### config.mk
export PLATFORM = sky130hd
export DESIGN_NAME = tlbp_btb
export DESIGN_NICKNAME = d
export VERILOG_FILES = /design/src/design/tlbp_pkg.sv /design/src/design/tlbp_btb.sv
export SDC_FILE = /design/constraint.sdc
export NUM_CORES = 2
export LEC_CHECK = 0
export BUFFER_PORTS_ARGS = -buffer_cell sky130_fd_sc_hd__buf_2
export CAP_MARGIN = 20
export CORE_MARGIN = 8
export CORE_UTILIZATION = 55
export CTS_CLUSTER_DIAMETER = 30
export DETAILED_ROUTE_END_ITERATION = 12
export PLACE_DENSITY_LB_ADDON = 0.25
export SLEW_MARGIN = 40
export SYNTH_ARGS = -nofsm -noshare
export SYNTH_HDL_FRONTEND = slang
export SYNTH_SLANG_ARGS = --single-unit
### constraint.sdc
create_clock -name clock -period 4.5 [get_ports clock]
set_clock_uncertainty 0.1 [all_clocks]
set_input_delay 0.45 -clock clock [delete_from_list [all_inputs] [get_ports clock]]
set_output_delay 0.45 -clock clock [all_outputs]
set_load 0.03 [all_outputs]
### src/design/tlbp_pkg.sv
// Shared types and constants for the two-level branch predictor.
package tlbp_pkg;

   localparam int BtbEntries     = 32;
   localparam int BtbIdxBits     = $clog2(BtbEntries);
   localparam int MaxHistoryBits = 8;
   localparam int MaxTagBits     = 30;
   localparam int AddrBits       = 32;
   localparam int TblSize        = 1 << MaxHistoryBits;
   localparam int RowBits        = 2 * TblSize;
   localparam int MaxIdxBits     = 5;

   // register indexes of the configuration port
   localparam logic [2:0] REG_BTB_INDEX_BITS = 3'd0;
   localparam logic [2:0] REG_HISTORY_BITS   = 3'd1;
   localparam logic [2:0] REG_TAG_BITS       = 3'd2;
   localparam logic [2:0] REG_INIT_COUNTER   = 3'd3;
   localparam logic [2:0] REG_GLOBAL_HIST    = 3'd4;
   localparam logic [2:0] REG_GLOBAL_TABLE   = 3'd5;
   localparam logic [2:0] REG_SHARE_MODE     = 3'd6;

   // share modes
   localparam logic [1:0] SHARE_NONE = 2'd0;
   localparam logic [1:0] SHARE_PC2  = 2'd1;
   localparam logic [1:0] SHARE_PC16 = 2'd2;

   typedef struct packed {
      logic [MaxTagBits-1:0]     tag;
      logic [AddrBits-1:0]       target;
      logic [MaxHistoryBits-1:0] hist;
   } tlbp_entry_type;

   typedef struct packed {
      logic                      wr_en;
      logic [BtbIdxBits-1:0]     wr_idx;
      tlbp_entry_type            wr_data;
   } tlbp_btb_wr_type;

   typedef struct packed {
      logic                      shared_en;
      logic [MaxHistoryBits-1:0] cidx;
      logic [1:0]                shared_data;
      logic                      row_en;
      logic [BtbIdxBits-1:0]     row;
      logic [RowBits-1:0]        row_data;
   } tlbp_ctr_wr_type;

endpackage

### src/design/tlbp_btb.sv
// Branch target buffer: entry memory with per-entry valid flops.
module tlbp_btb
   import tlbp_pkg::*;
(
   input  logic                  clock,
   input  logic                  reset,
   input  logic                  clear,
   input  logic                  rd_en,
   input  logic [BtbIdxBits-1:0] rd_idx,
   input  tlbp_btb_wr_type       wr,
   output tlbp_entry_type        rd_data,
   output logic                  rd_valid
);

   tlbp_entry_type          mem [BtbEntries];
   tlbp_entry_type          rd_data_ff;
   logic                    rd_valid_ff;
   logic [BtbEntries-1:0]   valid_ff;

   always_ff @(posedge clock) begin
      if (wr.wr_en) begin
         mem[wr.wr_idx] <= wr.wr_data;
      end
      if (rd_en) begin
         rd_data_ff <= mem[rd_idx];
      end
   end

   always_ff @(posedge clock) begin
      if (reset || clear) begin
         valid_ff    <= '0;
         rd_valid_ff <= 1'b0;
      end else begin
         if (wr.wr_en) begin
            valid_ff[wr.wr_idx] <= 1'b1;
         end
         if (rd_en) begin
            rd_valid_ff <= valid_ff[rd_idx];
         end
      end
   end

   assign rd_data  = rd_data_ff;
   assign rd_valid = rd_valid_ff;

endmodule

* After elaboration in Yosys (flattened, before gate mapping)
Memories as Yosys holds them, arrays and structs flattened. A register that Yosys moved wholly into a read port is not among the register bits. Index checks and enable logic that the tools add are counted.
Cells by class: equality and inequality tests 0, magnitude comparators 3, divide/modulo/power cells 0, multipliers 0, add/sub/neg operators 0, shift operators 0, reduce and logical (&&, ||, !) cells 2, multiplexer cells 6, bitwise logic cells 1
Operators with widths (number):
- $or A32 B32 Y32 | 1
- $lt A5 B6 Y1 const B | 2
- $bmux W1 S5 | 1
- $demux W1 S5 | 1
- $ge A5 B1 Y1 const B | 1
- $mux W1 | 4
- $logic_and A1 B1 Y1 | 1
- $logic_or A1 B1 Y1 | 1
Storage, ports and cells: bits in latches 0, bits of input ports 85, output and inout port bits 71, bits in read-only memories 0, register bits after elaboration 33, RAM bits 2240, memories 1
Memories:
- mem | depth 32, width 70, rd ports 1, clocked after Yosys merged registers in 1, write ports 1, line tlbp_btb.sv:15 | tlbp_entry_type mem [BtbEntries];

* Longest topological paths before layout
depth in word-level cells 5, mapped depth 8, mapped depth without buffers 4

* Worst setup path after synthesis
Ideal clock, no wire load.
path kind input port to flip-flop, from input wr[70] in the netlist's numbering, to memory mem[12][0] in the netlist's numbering (enable), arrival 4.065 ns, setup slack -0.165 ns, buffers on the path 1, stages on the path 3, library setup time 0.500 ns, path through or3b_2 clkbuf_1 nor2_1
RTL lines:
- from (decl) | line tlbp_btb.sv:10 | input tlbp_btb_wr_type wr,
- to (decl) | line tlbp_btb.sv:15
No word-level cell before the write port.

* Worst setup path after layout
from register rd_data[14] (netlist name), to output rd_data[14] in the netlist's numbering
RTL lines:
- to (decl) | line tlbp_btb.sv:11 | output tlbp_entry_type rd_data,
No word-level cell between the ends.

==> impl_metrics.py <==
metrics = {
    "synthesis": {
        "async_flop_share": 0,
        "netlist_instances": 3454,
        "synth-warning-count": 0,
        "ys_ff_latch": 2343,
        "avgSynthCellArea_um2": 25.5,
        "synth_seq_area_share": 0.794,
        "synth_edf_count": 2310,
        "synth_area_um2": 88200,
        "synth_flop_cell": "edfxtp_1",
        "synth_nets": 3539,
        "ys_types": 32,
    },
    "min_path": {
        "hold_class": "input port to flop",
        "hold_depth": 4,
        "min_delay_worst_endpoint": "valid_ff[21]$_SDFFE_PP0P_",
        "hp-start": "clear",
    },
    "clock_network": {
        "postCtsSetupBuffers": 0,
        "cts_buffers": 409,
        "cts_resized": 0,
        "cts_tree": "done",
        "ctsHoldBuffers": 73,
        "cts_sinks": 2343,
        "clk_pin_slew_ns": 0.06,
        "clockRootBuffer": "clkbuf_16",
        "cts_buffer_depth": 4,
        "clock_latency_ns": 0.94,
        "htreeDepth": 5,
    },
    "sta": {
        "layout_setup_ws_ns": 2.19,
        "fmax_mhz": 433,
        "hold_violations": 0,
        "finalSetupViolCount": 0,
        "worst_pin_slew_ns": 0.877,
        "post-route-period-util": 0.513,
        "drv_slew": 0,
        "holdWs_ns": 0.0659,
        "slew_headroom": 0.416,
        "period_needed_ns": 2.31,
        "rsz0062_at_grt": "no",
    },
    "place": {
        "dp.cells": 5647,
        "pre_cts_ws_ns": 1.43,
        "port_buffers": 155,
        "gp_congestion": 0.714,
        "dp_hpwl_um": 98100,
    },
    "global_routing": {
        "grt_pass1_vias": 43834,
        "grt_overflow": 0,
        "antenna_found_initial": 12,
        "grt_max_degree": 72,
        "grt_pass1_wl_um": 313000,
        "track_usage": 0.253,
    },
    "setup_path": {
        "crit_required_ns": 3.95,
        "timing.rr.end": "rd_data[25]$_DFFE_PP_",
        "r2r_cells": 3,
        "crit_chain": "buf_2",
        "cp_slowest_cell": "edfxtp_1",
        "r2r_slack_ns": 2.45,
        "path_buf_inv": 1,
        "cpPeakStageDelay_ns": 0.54,
        "worst-setup-path-type": "flop to primary output",
        "start_kind": "flop",
        "worstPathMaxFanout": 2,
        "arrival_ns": 1.76,
        "worstReg2RegStart": "mem[8][25]$_DFFE_PP_",
        "crit_family": "flip-flops",
        "cp-end-kind": "primary output",
    },
    "cells_and_area": {
        "layout_common_cells": "edfxtp_1 (2,310), mux4_2 (680), clkbuf_16 (415)",
        "fin_cells": 6465,
        "layout.nets": 4130,
        "drive_above_1_share": 0.394,
        "synthToLayoutAreaGrowth_pct": 21.8,
        "final_common_cell": "edfxtp_1",
    },
    "flow_run": {
        "drv_cap": 0,
    },
    "route": {
        "wire_per_inst_um": 34.1,
        "drtIter0Drc": 5384,
        "dr.pass1.iters": 5,
        "postRouteWirelength_um": 220000,
        "vias": 41632,
        "postRouteAntennaNets": 0,
        "drc": 0,
        "vias_per_cell": 6.44,
    },
    "die": {
        "fp.dieW_um": 416,
        "die_h_um": 416,
        "initial_core_util": 0.552,
        "pin_count": 156,
        "fp.dieArea_um2": 173000,
        "fp.coreArea_um2": 160000,
        "rows": 147,
    },
    "power": {
        "p_leak_nw": 34.9,
        "p_per_area_nw_per_um2": 535,
        "peakVddDrop_v": 0.000457,
    },
    "outcome": {
        "outcome": "finished clean",
    },
}
where the power goes:
| part | internal (mW) | total, mW | leakage, nW | switching [mW] |
|---|---|---|---|---|
| Clock | 20.0 | 30.7 | 6.66 | 10.7 |
| Combinational | 0.965 | 2.24 | 7.09 | 1.28 |
| Sequential | 24.4 | 24.5 | 21.1 | 0.115 |
worst max path at each step:
stage                     cells past startpoint             startpoint               endpoint  slack [ns]
after floorplan                               3                 wr[70]   mem[12][0]$_DFFE_PP_       -0.17
final                                         1  rd_data[14]$_DFFE_PP_            rd_data[14]        2.19
after global placement                        6              rd_idx[0]  rd_data[52]$_DFFE_PP_        1.44
after CTS                                     1  rd_data[14]$_DFFE_PP_            rd_data[14]        2.13
after detailed placement                      6              rd_idx[0]  rd_data[50]$_DFFE_PP_        1.43
after global routing                          7                  rd_en  rd_valid$_SDFFE_PP0P_        2.13
cells by family (layout without fill, tap and decap cells):
| family | after synthesis | in the layout | share of synthesized area |
|---|---|---|---|
| simple gates | 58 | 58 | 0.00334 |
| other cells | 0 | 6 | 0 |
| compound gates | 92 | 92 | 0.00748 |
| mux | 782 | 782 | 0.186 |
| flops | 2343 | 2343 | 0.794 |
| buf+inv | 179 | 1098 | 0.00907 |
state kept, by name (all words and copies together) (netlist names):
signal    cells
rd_valid      1
valid_ff     32
rd_data      70
mem        2240
synth_stat cells (all sizes together) (2+ instances only):
cell,n,area [µm²]
mux2,45,507
nand3b,5,37.5
edfxtp,2310,69400
nand2b,3,18.8
o21a,32,240
mux4,680,15300
a2111oi,2,17.5
nand3,2,10.0
or2,3,18.8
buf,100,503
nor2,35,131
clkbuf,78,293
mux2i,57,571
o22ai,27,169
or3b,3,26.3
a21o,27,203
dfxtp,33,661
routing by layer:
layer	vias up	wire length, µm	GRT usage
li1	16446	-	-
met1	22341	81400	0.340
met2	2471	111000	0.419
met3	368	22100	0.0588
met4	6	5580	0.0743
met5	-	36	0
layout make-up:
type	count	area (µm²)
diodes	6	15.0
multi-input cells	932	17600
well taps	2086	2610
flip-flops and latches	2343	70000
repair buffers	358	3320
inverters	1	3.75
clock inverters	289	3270
clock buffers	450	10500
fillers	9371	52500
worst register-to-register path: stages, from the launching register on:
cell      delay (ns)
edfxtp_1        0.40
mux4_2          0.49
mux4_2          0.51
mux2_2          0.29
per-stage QoR:
stage	TNS, ns	area [µm²]	power, mW	utilization
floorplan	-100.34	88200	26.2	-
global placement	0	92700	27.0	0.580
detailed placement	0	92800	27.1	0.581
CTS	0	107000	57.7	0.672
global route	0	107000	58.8	0.672
finish	0	107000	57.4	0.672
No activity file was read; power rests on OpenSTA's default activity.
